## src/sv/msp_pkg.sv

```systemverilog
`timescale 1ns / 1ps
`default_nettype none

package msp_pkg;

  localparam int unsigned ByteW   = 8;
  localparam int unsigned DataW   = 7;
  localparam int unsigned ChanW   = 4;
  localparam int unsigned CountW  = 2;
  localparam int unsigned OutTdataW = 32;

  localparam logic [4:0] RealTimePrefix = 5'b11111;
  localparam logic [3:0] SystemNibble   = 4'hF;

  localparam logic [ByteW-1:0] StSysex      = 8'hF0;
  localparam logic [ByteW-1:0] StProgChange = 8'hC0;
  localparam logic [ByteW-1:0] StChanPress  = 8'hD0;
  localparam logic [ByteW-1:0] StTimeCode   = 8'hF1;
  localparam logic [ByteW-1:0] StSongSelect = 8'hF3;
  localparam logic [ByteW-1:0] StNoteOff    = 8'h80;
  localparam logic [ByteW-1:0] StNoteOn     = 8'h90;
  localparam logic [ByteW-1:0] StPolyPress  = 8'hA0;
  localparam logic [ByteW-1:0] StControl    = 8'hB0;
  localparam logic [ByteW-1:0] StPitchBend  = 8'hE0;
  localparam logic [ByteW-1:0] StSongPos    = 8'hF2;

  localparam logic [CountW-1:0] CountNone = 2'd0;
  localparam logic [CountW-1:0] CountOne  = 2'd1;
  localparam logic [CountW-1:0] CountTwo  = 2'd2;

  typedef struct packed {
    logic [DataW-1:0]  second_data;
    logic [DataW-1:0]  first_data;
    logic [CountW-1:0] data_count;
    logic [ChanW-1:0]  channel;
    logic [ByteW-1:0]  event_code;
  } msp_event_t;

  function automatic logic is_one_group(input logic [ByteW-1:0] key);
    return (key == StProgChange) || (key == StChanPress) ||
           (key == StTimeCode) || (key == StSongSelect);
  endfunction

  function automatic logic is_two_group(input logic [ByteW-1:0] key);
    return (key == StNoteOff) || (key == StNoteOn) || (key == StPolyPress) ||
           (key == StControl) || (key == StPitchBend) || (key == StSongPos);
  endfunction

  function automatic msp_event_t make_event(input logic [ByteW-1:0]  status,
                                            input logic [CountW-1:0] count,
                                            input logic [DataW-1:0]  d1,
                                            input logic [DataW-1:0]  d2);
    msp_event_t ev;
    logic       sys;
    sys = (status[7:4] == SystemNibble);
    ev.event_code  = sys ? status : {status[7:4], 4'h0};
    ev.channel     = sys ? 4'h0 : status[3:0];
    ev.data_count  = count;
    ev.first_data  = d1;
    ev.second_data = d2;
    return ev;
  endfunction

endpackage

`default_nettype wire

```

## src/sv/midi_stream_parser.sv

```systemverilog
`timescale 1ns / 1ps
`default_nettype none

// MIDI byte stream parser. One byte is taken per cycle on the slave side and
// each complete message (or real-time byte) comes out as one event on the
// master side in the cycle after its last byte is taken. Running status is
// kept for channel and system common messages; SysEx data bytes and data
// bytes without a valid status are dropped. Throughput is one byte per
// cycle, set by the single output register: input stalls only when that
// register holds an event the master side has not taken.
module midi_stream_parser
  import msp_pkg::*;
(
  input  wire logic                 clk_i,
  input  wire logic                 rst_ni,
  input  wire logic                 s_axis_tvalid,
  output logic                      s_axis_tready,
  input  wire logic [ByteW-1:0]     s_axis_tdata,  // [7:0] rx_byte
  output logic                      m_axis_tvalid,
  input  wire logic                 m_axis_tready,
  // [7:0] event_code, [11:8] channel, [13:12] data_count,
  // [20:14] first_data, [27:21] second_data, [31:28] zero
  output logic [OutTdataW-1:0]      m_axis_tdata
);

  logic       in_txn;
  logic       res_valid;
  msp_event_t res;
  msp_event_t out_ev;

  assign in_txn = s_axis_tvalid && s_axis_tready;

  msp_parser u_parser (
    .clk_i       (clk_i),
    .rst_ni      (rst_ni),
    .accept_i    (in_txn),
    .rx_byte_i   (s_axis_tdata),
    .res_valid_o (res_valid),
    .res_o       (res)
  );

  msp_out_reg u_out_reg (
    .clk_i       (clk_i),
    .rst_ni      (rst_ni),
    .load_i      (in_txn),
    .res_valid_i (res_valid),
    .res_i       (res),
    .out_ready_i (m_axis_tready),
    .can_load_o  (s_axis_tready),
    .out_valid_o (m_axis_tvalid),
    .out_o       (out_ev)
  );

  assign m_axis_tdata = {{(OutTdataW - $bits(msp_event_t)){1'b0}}, out_ev};

`ifndef SYNTHESIS
  a_realtime_emits: assert property (@(posedge clk_i) disable iff (!rst_ni)
    (in_txn && s_axis_tdata[7:3] == RealTimePrefix) |=> m_axis_tvalid)
    else $error("real-time byte did not produce an event");

  a_status_silent: assert property (@(posedge clk_i) disable iff (!rst_ni)
    (in_txn && s_axis_tdata[7] && s_axis_tdata[7:3] != RealTimePrefix)
      |=> !m_axis_tvalid)
    else $error("status byte produced an event");

  a_count_range: assert property (@(posedge clk_i) disable iff (!rst_ni)
    m_axis_tvalid |-> m_axis_tdata[13:12] != 2'd3)
    else $error("data count out of range");

  a_system_no_channel: assert property (@(posedge clk_i) disable iff (!rst_ni)
    (m_axis_tvalid && m_axis_tdata[7:4] == SystemNibble) |-> m_axis_tdata[11:8] == 4'h0)
    else $error("system event carries a channel");
`endif

endmodule

`default_nettype wire

```

## src/sv/msp_parser.sv

```systemverilog
`timescale 1ns / 1ps
`default_nettype none

module msp_parser
  import msp_pkg::*;
(
  input  wire logic              clk_i,
  input  wire logic              rst_ni,
  input  wire logic              accept_i,
  input  wire logic [ByteW-1:0]  rx_byte_i,
  output logic                   res_valid_o,
  output msp_event_t             res_o
);

  typedef enum logic [2:0] {
    PhWait  = 3'd0,
    PhOne   = 3'd1,
    PhTwoA  = 3'd2,
    PhTwoB  = 3'd3,
    PhSysex = 3'd4
  } phase_e;

  phase_e            phase_q, phase_d;
  logic [ByteW-1:0]  held_status_q, held_status_d;
  logic [DataW-1:0]  held_first_q, held_first_d;

  logic              real_time;
  logic [ByteW-1:0]  key;

  assign real_time = (rx_byte_i[7:3] == RealTimePrefix);
  assign key = (rx_byte_i[7:4] == SystemNibble) ? rx_byte_i : {rx_byte_i[7:4], 4'h0};

  always_comb begin
    phase_d       = phase_q;
    held_status_d = held_status_q;
    held_first_d  = held_first_q;
    res_valid_o   = 1'b0;
    res_o         = make_event(rx_byte_i, CountNone, '0, '0);
    if (real_time) begin
      // real-time bytes leave the parse state alone
      res_valid_o = 1'b1;
    end else if (rx_byte_i[7]) begin
      held_status_d = rx_byte_i;
      if (is_one_group(key)) begin
        phase_d = PhOne;
      end else if (is_two_group(key)) begin
        phase_d = PhTwoA;
      end else if (rx_byte_i == StSysex) begin
        phase_d = PhSysex;
      end else begin
        // undefined status drops running status
        phase_d = PhWait;
      end
    end else begin
      case (phase_q)
        PhOne: begin
          res_valid_o = 1'b1;
          res_o = make_event(held_status_q, CountOne, rx_byte_i[DataW-1:0], '0);
        end
        PhTwoA: begin
          held_first_d = rx_byte_i[DataW-1:0];
          phase_d      = PhTwoB;
        end
        PhTwoB: begin
          res_valid_o = 1'b1;
          res_o = make_event(held_status_q, CountTwo, held_first_q,
                             rx_byte_i[DataW-1:0]);
          phase_d = PhTwoA;
        end
        default: begin
          phase_d = phase_q;
        end
      endcase
    end
  end

  always_ff @(posedge clk_i or negedge rst_ni) begin
    if (!rst_ni) begin
      phase_q       <= PhWait;
      held_status_q <= '0;
      held_first_q  <= '0;
    end else if (accept_i) begin
      phase_q       <= phase_d;
      held_status_q <= held_status_d;
      held_first_q  <= held_first_d;
    end
  end

endmodule

`default_nettype wire

```

## src/sv/msp_out_reg.sv

```systemverilog
`timescale 1ns / 1ps
`default_nettype none

module msp_out_reg
  import msp_pkg::*;
(
  input  wire logic         clk_i,
  input  wire logic         rst_ni,
  input  wire logic         load_i,
  input  wire logic         res_valid_i,
  input  wire msp_event_t   res_i,
  input  wire logic         out_ready_i,
  output logic              can_load_o,
  output logic              out_valid_o,
  output msp_event_t        out_o
);

  logic       valid_q;
  msp_event_t data_q;

  // slot frees up in the same cycle its content is taken
  assign can_load_o  = !valid_q || out_ready_i;
  assign out_valid_o = valid_q;
  assign out_o       = data_q;

  always_ff @(posedge clk_i or negedge rst_ni) begin
    if (!rst_ni) begin
      valid_q <= 1'b0;
    end else if (load_i) begin
      valid_q <= res_valid_i;
    end else if (out_ready_i) begin
      valid_q <= 1'b0;
    end
  end

  always_ff @(posedge clk_i) begin
    if (load_i && res_valid_i) begin
      data_q <= res_i;
    end
  end

endmodule

`default_nettype wire
```

## config.mk

```make
export PLATFORM = sky130hd
export DESIGN_NAME = midi_stream_parser
export DESIGN_NICKNAME = d
export VERILOG_FILES = /design/src/sv/msp_pkg.sv /design/src/sv/midi_stream_parser.sv /design/src/sv/msp_parser.sv /design/src/sv/msp_out_reg.sv
export SDC_FILE = /design/constraint.sdc
export NUM_CORES = 1
export LEC_CHECK = 0
export BUFFER_PORTS_ARGS = -buffer_cell sky130_fd_sc_hd__buf_2
export CAP_MARGIN = 25
export CORE_MARGIN = 10
export CORE_UTILIZATION = 55
export CTS_BUF_LIST = sky130_fd_sc_hd__clkbuf_8
export CTS_CLUSTER_SIZE = 20
export DETAILED_ROUTE_END_ITERATION = 10
export PLACE_DENSITY = 0.89
export SYNTH_ARGS = -nofsm -noshare
export SYNTH_HDL_FRONTEND = slang
export SYNTH_SLANG_ARGS = --single-unit
```

## constraint.sdc

```tcl
create_clock -name clk_i -period 3.45 [get_ports clk_i]
set_clock_uncertainty 0.15 [all_clocks]
set_input_delay 0.69 -clock clk_i [delete_from_list [all_inputs] [get_ports clk_i]]
set_output_delay 0.69 -clock clk_i [all_outputs]
set_load 0.01 [all_outputs]
```

### Word-level counts from Yosys, hierarchy flattened

Index checks and enable logic that the tools add are counted.

| storage, ports and cells | value |
|---|---|
| register bits after elaboration | 47 |
| input bits | 12 |
| output and inout bits | 34 |
| logic and storage cells | 64 |

| cells by class | value |
|---|---|
| eq/ne operators | 17 |
| multiplexer cells | 17 |
| bitwise operators | 2 |
| reductions and logical operators | 19 |

Operators by type and width:

| kind | count |
|---|---|
| 8-bit == test (second input constant) | 11 |
| 28-bit case mux with 2 select lines | 1 |
| 12-bit two-way mux | 2 |
| 4-bit two-way mux | 4 |
| 3-bit two-way mux | 4 |
| 1-bit logical OR | 9 |
| 4-bit == test (second input constant) | 2 |
| 3-bit by 2-bit == test with 1-bit output (second input constant) | 2 |
| 3-bit case mux with 2 select lines | 1 |
| 3-bit AND reduction | 2 |
| 5-bit == test (second input constant) | 1 |
| 1-bit two-way mux | 5 |
| 4-bit AND reduction | 1 |
| 2-bit OR reduction | 2 |
| 3-bit by 1-bit == test with 1-bit output (second input constant) | 1 |
| 3-bit nonzero test | 1 |
| 1-bit logical AND | 2 |
| 1-bit NOT | 2 |
| 2-bit nonzero test | 1 |
| 1-bit logical NOT | 1 |

### Longest topological paths before layout

Gate-level depths: netlist (run 1).

| depth | value |
|---|---|
| depth after elaboration | 11 |
| depth in mapped cells | 6 |
| mapped depth without buffers | 4 |

### Cells and area by module

A second synthesis (run 1) with hierarchy kept.

| second synthesis, totals | value |
|---|---|
| cell total of the unflattened synthesis | 156 |
| area total of the unflattened synthesis | 2063.2 um^2 |

By module, submodules not included:

| module | times used | cells each | area an instance (um^2) | sequential area each (um^2) |
|---|---|---|---|---|
| msp_parser | 1 | 118 | 1127.3 | 450.4 |
| msp_out_reg | 1 | 32 | 895.9 | 865.8 |
| midi_stream_parser | 1 | 6 | 40.0 | 0.0 |

### Worst setup path after synthesis (run 1)

No wires, ideal clock.

| path | value |
|---|---|
| kind | input port to flip-flop |
| start point | in s_axis_tdata[7] |
| end point | reg u_out_reg.data_q, in the netlist u_out_reg.out_o[0], enable pin |
| library setup time | 422 ps |
| arrival | 2934 ps |
| required time | 2878 ps |
| slack | -57 ps |
| stages | 4 |
| buffers on the path | 2 |
| cells stage by stage | buf_2 or3b_2 buf_2 a21oi_1 |

| on the way | value |
|---|---|
| cells in the longest elaborated chain, start to end | 3 |
| elaborated cells between the ends (all ways) | 4 |
| those cells by class | eq/ne: 1; mux: 2; reduce/logical: 1 |

Ends and longest elaborated chain:

| item | line | RTL |
|---|---|---|
| start, declared | midi_stream_parser.sv:18 | `input wire logic [ByteW-1:0] s_axis_tdata,` |
| 5-bit == test or 1-bit two-way mux (tied branches) | msp_parser.sv:30, msp_parser.sv:42 |  |
| 1-bit two-way mux * | msp_parser.sv:39 | `if (real_time) begin` |
| 1-bit logical AND * | msp_out_reg.sv:37 | `if (load_i && res_valid_i) begin` |
| end signal, assigned | msp_out_reg.sv:38 | `data_q <= res_i;` |
| end, declared | msp_out_reg.sv:19 | `msp_event_t data_q;` |

Every way passes the cells marked *; elsewhere a longest branch is shown, timed or not.
A chain may end at the register's enable or synchronous reset.

### Final worst setup path (run 1)

| path | value |
|---|---|
| start point | in s_axis_tdata[7] |
| end point | reg u_out_reg.data_q, in the netlist u_out_reg.out_o[9], enable pin |

Same word-level chain as after synthesis.

==> flow_metrics.env, run 1 <==
export IMPL_multi_input_area_sq_um=661
export IMPL_hold_viol=0
export IMPL_drive_above_1_share_pct=37.1
export IMPL_post_cts_resize_count=0
export IMPL_grt_antenna_before_repair=0
export IMPL_synth_area_sq_um=2060
export IMPL_start_util_pct=56.6
export IMPL_setup_tns_final_ns=0
export IMPL_cp_max_fo=22
export IMPL_seq_area_sq_um=1320
export IMPL_layout_common_cells="41 x buf_2, 28 x edfxtp_1, 19 x dfrtp_1, 13 x nand2_1, 10 x a22o_1"
export IMPL_ys_seq_area_share_pct=64.0
export IMPL_antennaDiodeCount=0
export IMPL_grt_overflow=0
export IMPL_clkSlewWorstSetupHoldPaths_ns=0.08
export IMPL_cts_max_level=2
export IMPL_first_global_vias=1305
export IMPL_path_buf_inv=2
export IMPL_cts_path_max_buffers=2
export IMPL_ys_top_cells_by_area="edfxtp_1 41%, dfrtp_1 23%, mux2_4 5.1%"
export IMPL_place_hpwl_um=2980
export IMPL_synth_area_per_cell_sq_um=13.3
export IMPL_vias=1350
export IMPL_ctsHoldBuffers=0
export IMPL_rsz0062_at_grt="no"
export IMPL_crit_type="input port to flip-flop"
export IMPL_placed_cells=234
export IMPL_wl_met2_um=1890
export IMPL_dieHeight_um=81.1
export IMPL_yosys_area_top_type="edfxtp_1"
export IMPL_synth_ff_latch_count=47
export IMPL_cp_top_family="simple AND/OR/NAND/NOR gates"
export IMPL_fin_nets=205
export IMPL_wire_per_inst_um=16.5
export IMPL_core_area_sq_um=3630
export IMPL_drt_iter0_drc=70
export IMPL_finalWirelength_um=3990
export IMPL_final_max_slew_viol_count=0
export IMPL_fp_row_count=22
export IMPL_die_x_um=81.1
export IMPL_cts_sinks=47
export IMPL_post_cts_buffers=0
export IMPL_vdd_drop_max_v=0.000314
export IMPL_async_flop_share_pct=40.4
export IMPL_maxCapViolations=0
export IMPL_final_common_cell="buf_2"
export IMPL_synth_distinct_cells=34
export IMPL_drtPass1Iterations=4
export IMPL_track_usage_pct=12.9
export IMPL_status="finished clean"
export IMPL_syn_inst=154
export IMPL_num_io_pins=46
export IMPL_synth_enable_flop_cells=28
export IMPL_hp_class="input port to asynchronous set/reset pin"
export IMPL_grt_start_max_net_pins=23
export IMPL_slowest_delay_ns=0.63
export IMPL_finalSetupViolCount=0
export IMPL_slowest_stage="or3b_2"
export IMPL_synth_flop_cell="edfxtp_1"
export IMPL_met1_length_um=1650
export IMPL_n_fill_cell=277
export IMPL_area_delta_synth_final_pct=14.9
export IMPL_powerDensity_nw_per_um2=575
export IMPL_min_period_ns=2.38
export IMPL_grt_pass1_wl_um=6600
export IMPL_via_per_inst=5.58
export IMPL_ant_nets=0
export IMPL_arrival_ns=2.22
export IMPL_gp_congestion=0.984
export IMPL_fmax_mhz=419
export IMPL_path_cells="buf_2 -> or3b_2 -> a21oi_2 -> buf_4"
export IMPL_leakage_nw=1.00
export IMPL_route_met3_wl_um=369
export IMPL_clkLatencyLatePin_ns=0.30
export IMPL_synth_top_cell_area_share_pct=40.9
export IMPL_required_ns=3.29
export IMPL_min_period_over_period_pct=69.1
export IMPL_cts_tree="done"
export IMPL_top_layer="met4"
export IMPL_synth_warnings=0
export IMPL_drcViolationCount=0
export IMPL_port_buffers=41
export IMPL_cts_made_buffers=5
export IMPL_end_kind="flip-flop"
export IMPL_clockRootBuffer="clkbuf_8"
export IMPL_dpl_cell_area_sq_um=2270
export IMPL_final_cells=242
export IMPL_dieArea_sq_um=6580
export IMPL_worst_setup_path_start_kind="input port"
export IMPL_relSlewSlack_pct=66.6
export IMPL_worst_slew_pin_slew_ns=0.500
export IMPL_fin_area_sq_um=2360
power by group:
part           internal [W]  total, W  switching [W]  leakage, nW
Combinational      0.000137  0.000276       0.000139        0.475
Sequential         0.000706  0.000759      0.0000528        0.488
Clock              0.000141  0.000323       0.000182       0.0402
registers in the layout (all words and copies together) (netlist names):
signal and flops:
u_parser.held_status_q 8, u_out_reg.out_o 28, u_parser.held_first_q 7, u_parser.phase_q 3, u_out_reg.out_valid_o 1
metrics by stage:
stage	setup slack, ns	total power (W)	hold WS (ns)	utilization, %
after floorplan	0.502	0.000963	0.244	-
after global placement	0.779	0.00103	0.339	62.5
after detailed placement	0.746	0.00105	0.344	62.5
after CTS	1.06	0.00136	0.182	65.0
after global routing	0.960	0.00143	0.183	65.0
final	1.07	0.00136	0.170	65.0
path summary, 6_finish.rpt:
kind / startpoint / to / slack, ns / cells after the start
max in group asynchronous: rst_ni / u_parser.held_first_q[5]$_DFFE_PN0P_ / 2.68 / 1
max reg2reg: u_parser.phase_q[0]$_DFFE_PN0P_ / u_out_reg.out_o[9]$_DFFE_PP_ / 1.20 / 3
max: s_axis_tdata[7] / u_out_reg.out_o[9]$_DFFE_PP_ / 1.07 / 4
min reg2reg: u_parser.held_status_q[7]$_DFFE_PN0P_ / u_parser.held_status_q[7]$_DFFE_PN0P_ / 0.36 / 1
min in group clk_i: u_parser.held_status_q[7]$_DFFE_PN0P_ / u_parser.held_status_q[7]$_DFFE_PN0P_ / 0.36 / 1
min: rst_ni / u_parser.held_status_q[1]$_DFFE_PN0P_ / 0.17 / 1
cells by family after synthesis:
kind of cell | after synthesis | share of synthesized area (%)
flops | 47 | 64.0
other cells | 1 | 0.182
simple gates | 48 | 13.3
buf+inv | 18 | 4.56
compound gates | 28 | 10.1
mux | 12 | 7.85
routing by layer:
metal,up-vias,GRT usage (%)
met4,0,4.84
met1,651,15.8
met2,63,20.1
li1,628,-
met5,-,0
met3,8,5.19
cell type report:
class	instances	area share (%)
clock buffer	5	2.91
tap	48	2.54
inverter	4	0.636
clock inverter	3	0.848
sequential	47	55.7
multi-input combinational	92	28.0
timing repair buffer	43	9.33
cells in the mapped netlist, types with 2 or more instances:
cell type  number
buf_4           4
dfrtp_1        19
nand3_1         4
nor2_1          7
mux2_4          7
nand2b_1        3
and2_1          6
a21oi_1         3
edfxtp_1       28
o21ai_0         8
a32o_1          3
a22o_1         10
nand2_1        13
nand4_1         4
inv_1           4
buf_2           3
nor2b_1         2
mux2_2          5
clkbuf_1        6
worst reg2reg max path, cell delays in order (launching register included):
cell,delay [ns]
dfrtp_1,0.42
or3b_2,0.62
a21oi_2,0.39
buf_4,0.35
Power figures use the tool's default switching activity.
==> inputs of run 2 (changes only) <==
==> constraint.sdc (replaced) <==
create_clock -name clk_i -period 2.4 [get_ports clk_i]
set_clock_uncertainty 0.15 [all_clocks]
set_input_delay 0.48 -clock clk_i [delete_from_list [all_inputs] [get_ports clk_i]]
set_output_delay 0.48 -clock clk_i [all_outputs]
set_load 0.01 [all_outputs]
==> flow_metrics.env, run 2 (synthesis results as in run 1) <==
export IMPL_finalPower_w=0.00194
export IMPL_wl_met2_um=2100
export IMPL_dpl_cell_area_sq_um=2290
export IMPL_rsz0062_at_grt="no"
export IMPL_drt_iter0_drc=106
export IMPL_hp_class="input port to flip-flop"
export IMPL_fin_area_sq_um=2380
export IMPL_internal_power_w=0.00142
export IMPL_fmax_mhz=517
export IMPL_crit_type="flip-flop to flip-flop"
export IMPL_seq_area_sq_um=1320
export IMPL_worst_slack_ns=0.466
export IMPL_leakage_nw=1.02
export IMPL_setup_tns_final_ns=0
export IMPL_drcViolationCount=0
export IMPL_powerDensity_nw_per_um2=815
export IMPL_vdd_drop_max_v=0.000375
export IMPL_cts_path_max_buffers=2
export IMPL_gp_congestion=0.837
export IMPL_n_fill_cell=267
export IMPL_top_layer="met4"
export IMPL_maxCapViolations=0
export IMPL_cts_made_buffers=5
export IMPL_reg2reg_slack_ns=0.47
export IMPL_worst_slew_pin_slew_ns=0.527
export IMPL_end_kind="flip-flop"
export IMPL_dieHeight_um=81.1
export IMPL_grt_pass1_wl_um=6880
export IMPL_multi_input_area_sq_um=668
export IMPL_min_delay_path_depth=3
export IMPL_first_global_vias=1418
export IMPL_r2r_cells=3
export IMPL_crit_start="u_parser.phase_q[0]$_DFFE_PN0P_"
export IMPL_dieArea_sq_um=6580
export IMPL_drive_above_1_share_pct=35.9
export IMPL_clkSlewWorstSetupHoldPaths_ns=0.08
export IMPL_min_period_ns=1.93
export IMPL_vias=1359
export IMPL_min_period_over_period_pct=80.6
export IMPL_seqPwrFrac_pct=56.6
export IMPL_final_common_cell="buf_2"
export IMPL_required_ns=2.25
export IMPL_timing_rr_start="u_parser.phase_q[0]$_DFFE_PN0P_"
export IMPL_hold_viol=0
export IMPL_min_to="u_out_reg.out_valid_o$_DFFE_PN0P_"
export IMPL_grt_overflow=0
export IMPL_pwr_share_comb_pct=20.7
export IMPL_relSlewSlack_pct=64.8
export IMPL_drtPass1Iterations=4
export IMPL_cts_sinks=47
export IMPL_place_hpwl_um=3110
export IMPL_fin_nets=206
export IMPL_post_cts_resize_count=0
export IMPL_status="finished clean"
export IMPL_hold_path_startpoint="m_axis_tready"
export IMPL_finalSetupViolCount=0
export IMPL_arrival_ns=1.79
export IMPL_cp_max_fo=28
export IMPL_met1_length_um=1580
export IMPL_finalWirelength_um=4210
export IMPL_worst_setup_path_start_kind="flip-flop"
export IMPL_core_area_sq_um=3630
export IMPL_power_switching_w=0.000525
export IMPL_area_delta_synth_final_pct=15.9
export IMPL_largest_reg_flops=28
export IMPL_ant_nets=0
export IMPL_cts_tree="done"
export IMPL_clockRootBuffer="clkbuf_8"
export IMPL_clkLatencyLatePin_ns=0.30
export IMPL_p_clk_share_pct=22.7
export IMPL_port_buffers=41
export IMPL_layout_common_cells="41 x buf_2, 28 x edfxtp_1, 19 x dfrtp_1, 13 x nand2_1, 10 x a22o_1"
export IMPL_final_max_slew_viol_count=0
export IMPL_cts_max_level=2
export IMPL_start_util_pct=56.6
export IMPL_antennaDiodeCount=0
export IMPL_post_place_ws_ns=0.228
export IMPL_grt_start_max_net_pins=29
export IMPL_grt_antenna_before_repair=0
export IMPL_netSwitchingFraction_pct=27.0
export IMPL_num_io_pins=46
export IMPL_r2r_end="u_out_reg.out_o[8]$_DFFE_PP_"
export IMPL_wire_per_inst_um=17.3
export IMPL_track_usage_pct=13.5
export IMPL_fp_row_count=22
export IMPL_via_per_inst=5.59
export IMPL_route_met3_wl_um=467
export IMPL_die_x_um=81.1
==> run 2: metrics by stage <==
step	hold WS, ns	utilization, %	instances
floorplan	0.0344	-	157
global placement	0.284	63.1	234
detailed placement	0.289	63.1	234
CTS	0.350	65.6	243
global route	0.361	65.6	243
finish	0.352	65.6	243
==> run 2: power groups by stage <==
stage	clock network [W]	logic (W)	registers, W
4_1_cts	0.000451	0.000406	0.00110
3_5_place_dp	0	0.000404	0.00112
3_3_place_gp	0	0.000392	0.00110
2_1_floorplan	0	0.000277	0.00111
6_report	0.000440	0.000403	0.00110
5_1_grt	0.000481	0.000441	0.00112
==> run 2: worst max-delay path: stages (launching register included) <==
cell     delay, ns
dfrtp_1       0.41
or3b_2        0.64
a21oi_4       0.23
buf_12        0.21
==> run 2: worst max path at each step <==
stage                                              to  slack, ns  depth (start not counted)
floorplan                u_out_reg.out_o[0]$_DFFE_PP_      0.007                          4
global placement         u_out_reg.out_o[7]$_DFFE_PP_       0.25                          4
finish                   u_out_reg.out_o[8]$_DFFE_PP_       0.47                          3
global route             u_out_reg.out_o[5]$_DFFE_PP_       0.41                          3
CTS                      u_out_reg.out_o[8]$_DFFE_PP_       0.48                          3
detailed placement  u_out_reg.out_o[19]$_SDFFCE_PN0P_       0.23                          4
==> run 2: final cells by class <==
| type | count | area share, % |
|---|---|---|
| sequential | 47 | 55.2 |
| multi-input combinational | 92 | 28.0 |
| timing repair buffer | 44 | 10.2 |
| clock buffer | 5 | 2.89 |
| tap | 48 | 2.52 |
| inverter | 4 | 0.630 |
| clock inverter | 3 | 0.525 |
==> run 2: what timing repair did <==
item                                    in CTS  in global routing
endpoints found under the hold margin       19                  0
buffers inserted                             0                  0
endpoints found under the setup margin       0                  0
hold buffers                                 1                  0
==> run 2: per-layer routing <==
metal  track usage (%)  vias up
li1                  -      634
met1              15.3      648
met2              22.4       69
met3              5.85        8
met4              4.84        0
met5                 0        -
==> inputs of run 3 (changes only) <==
--- a/config.mk
+++ b/config.mk
@@ -5,6 +5,7 @@
 export SDC_FILE = /design/constraint.sdc
 export NUM_CORES = 1
 export LEC_CHECK = 0
+export ABC_AREA = 1
 export BUFFER_PORTS_ARGS = -buffer_cell sky130_fd_sc_hd__buf_2
 export CAP_MARGIN = 25
 export CORE_MARGIN = 10
==> constraint.sdc (replaced) <==
create_clock -name clk_i -period 1.8 [get_ports clk_i]
set_clock_uncertainty 0.15 [all_clocks]
set_input_delay 0.36 -clock clk_i [delete_from_list [all_inputs] [get_ports clk_i]]
set_output_delay 0.36 -clock clk_i [all_outputs]
set_load 0.01 [all_outputs]
==> flow_metrics.env, run 3 <==
export IMPL_synth_distinct_cells=25
export IMPL_rsz0062_at_grt="no"
export IMPL_hold_ws_ns=0.155
export IMPL_finalWirelength_um=4240
export IMPL_final_max_slew_viol_count=0
export IMPL_core_area_sq_um=3630
export IMPL_first_global_vias=1407
export IMPL_clkSlewWorstSetupHoldPaths_ns=0.08
export IMPL_fin_nets=251
export IMPL_min_period_over_period_pct=92.3
export IMPL_track_usage_pct=13.7
export IMPL_min_period_ns=1.66
export IMPL_cp_top_family="buffers and inverters"
export IMPL_grt_antenna_before_repair=0
export IMPL_synth_area_sq_um=2060
export IMPL_cp_max_fo=29
export IMPL_maxCapViolations=0
export IMPL_drcViolationCount=0
export IMPL_yosysMostFrequentCell="nand2_1"
export IMPL_wl_met2_um=2000
export IMPL_synth_area_per_cell_sq_um=10.8
export IMPL_route_met3_wl_um=445
export IMPL_grt_pass1_wl_um=6870
export IMPL_vdd_drop_max_v=0.000575
export IMPL_ant_nets=0
export IMPL_dieHeight_um=81.2
export IMPL_cts_max_level=2
export IMPL_synth_ff_latch_count=47
export IMPL_min_delay_path_depth=3
export IMPL_slowest_stage="dfrtp_1"
export IMPL_arrival_ns=1.52
export IMPL_worst_slack_ns=0.139
export IMPL_drt_iter0_drc=188
export IMPL_grt_start_max_net_pins=30
export IMPL_post_cts_resize_count=0
export IMPL_dieArea_sq_um=6590
export IMPL_seqPwrFrac_pct=52.6
export IMPL_cts_tree="done"
export IMPL_yosys_area_top_type="edfxtp_1"
export IMPL_internal_power_w=0.00191
export IMPL_clockRootBuffer="clkbuf_8"
export IMPL_top_layer="met4"
export IMPL_p_clk_share_pct=28.8
export IMPL_netSwitchingFraction_pct=27.7
export IMPL_vias=1460
export IMPL_grt_overflow=0
export IMPL_cp_depth=7
export IMPL_num_io_pins=46
export IMPL_slowest_delay_ns=0.39
export IMPL_fmax_mhz=602
export IMPL_layout_common_cells="41 x buf_2, 39 x nand2_1, 28 x edfxtp_1, 27 x inv_1, 19 x dfrtp_1"
export IMPL_synth_enable_flop_cells=28
export IMPL_drtPass1Iterations=5
export IMPL_status="finished clean"
export IMPL_fp_row_count=22
export IMPL_ys_seq_area_share_pct=64.0
export IMPL_r2r_cells=7
export IMPL_antennaDiodeCount=0
export IMPL_met1_length_um=1710
export IMPL_power_switching_w=0.000730
export IMPL_gp_congestion=0.841
export IMPL_wire_per_inst_um=14.7
export IMPL_start_util_pct=56.6
export IMPL_hold_viol=0
export IMPL_worst_setup_path_start_kind="flip-flop"
export IMPL_largest_reg_flops=28
export IMPL_timing_rr_start="u_parser.phase_q[2]$_DFFE_PN0P_"
export IMPL_syn_inst=191
export IMPL_die_x_um=81.2
export IMPL_hp_class="input port to flip-flop"
export IMPL_synth_warnings=0
export IMPL_path_cells="inv_2 -> nand2_1 -> nor2_1 -> buf_4 -> inv_4 -> a21oi_4 -> buf_12"
export IMPL_synth_flop_cell="edfxtp_1"
export IMPL_area_delta_synth_final_pct=18.4
export IMPL_synth_top_cell_area_share_pct=40.9
export IMPL_crit_type="flip-flop to flip-flop"
export IMPL_n_fill_cell=284
export IMPL_async_flop_share_pct=40.4
export IMPL_cts_made_buffers=5
export IMPL_port_buffers=41
export IMPL_drive_above_1_share_pct=29.2
export IMPL_crit_start="u_parser.phase_q[2]$_DFFE_PN0P_"
export IMPL_final_core_util_pct=67.1
export IMPL_required_ns=1.66
export IMPL_cts_sinks=47
export IMPL_post_place_ws_ns=0.0555
export IMPL_ys_top_cells_by_area="edfxtp_1 41%, dfrtp_1 23%, nand2_1 7.1%"
export IMPL_end_kind="flip-flop"
export IMPL_clkLatencyLatePin_ns=0.30
export IMPL_place_hpwl_um=3060
export IMPL_hold_path_startpoint="s_axis_tdata[1]"
export IMPL_netlist_top_cells_count="39 x nand2_1, 28 x edfxtp_1, 28 x inv_1"
export IMPL_final_common_cell="buf_2"
export IMPL_path_buf_inv=4
export IMPL_via_per_inst=5.07
export IMPL_leakage_nw=1.13
export IMPL_finalSetupViolCount=0
export IMPL_cts_path_max_buffers=2
export IMPL_pwr_share_comb_pct=18.6
export IMPL_powerDensity_nw_per_um2=1080
-- run 3: path summary, 6_finish.rpt --
| check | slack (ns) | end |
|---|---|---|
| max | 0.14 | u_out_reg.out_o[27]$_SDFFCE_PN0P_ |
| min | 0.16 | u_parser.held_first_q[1]$_DFFE_PN0P_ |
| max reg2reg | 0.14 | u_out_reg.out_o[27]$_SDFFCE_PN0P_ |
| min reg2reg | 0.35 | u_parser.held_status_q[2]$_DFFE_PN0P_ |
| max in group asynchronous | 0.82 | u_parser.held_status_q[6]$_DFFE_PN0P_ |
| min in group asynchronous | 0.38 | u_out_reg.out_valid_o$_DFFE_PN0P_ |
-- run 3: timing repair --
action,4_1_cts,5_1_grt
endpoints found under the hold margin,19,0
hold buffers,1,0
buffers inserted,0,0
-- run 3: cell type report --
cell class / count / area, sq um / area share [%]
clock buffer: 5 / 68.8 / 2.82
inverter: 30 / 115 / 4.72
tap: 48 / 60.1 / 2.46
multi-input combinational: 108 / 568 / 23.3
timing repair buffer: 47 / 265 / 10.9
sequential: 47 / 1320 / 54.0
clock inverter: 3 / 43.8 / 1.80
-- run 3: kinds of logic (layout without fill, tap and decap cells) --
logic type      count (synthesis)  after routing  synth area share, %
simple gates                   64             64                 15.5
compound gates                 40             40                 11.0
other cells                     1              4                0.182
flops                          47             47                 64.0
buf+inv                        39             85                 9.36
-- run 3: worst reg2reg max path, cell delays in order (launching register included) --
cell     delay (ns)
dfrtp_1        0.39
inv_2          0.07
nand2_1        0.06
nor2_1         0.10
buf_4          0.19
inv_4          0.05
a21oi_4        0.14
buf_12         0.21
-- run 3: per-stage QoR --
step                cells  power, W  TNS, ns  area (sq um)
finish                288   0.00264        0          2440
global route          288   0.00278        0          2440
CTS                   288   0.00265        0          2440
detailed placement    279   0.00189        0          2310
global placement      279   0.00186        0          2310
floorplan             194   0.00174    -2.70          2080
-- run 3: power by group through the flow --
stage | logic (W) | clock network, W | registers, W
floorplan | 0.000312 | 0 | 0.00142
global placement | 0.000462 | 0 | 0.00140
detailed placement | 0.000480 | 0 | 0.00141
CTS | 0.000492 | 0.000774 | 0.00139
global route | 0.000553 | 0.000828 | 0.00140
finish | 0.000492 | 0.000760 | 0.00139
-- run 3: routing by layer --
layer / global-route usage [%] / up-vias
met3: 5.19 / 8
met1: 16.0 / 671
li1: - / 719
met4: 6.75 / 0
met2: 21.8 / 62
met5: 0 / -
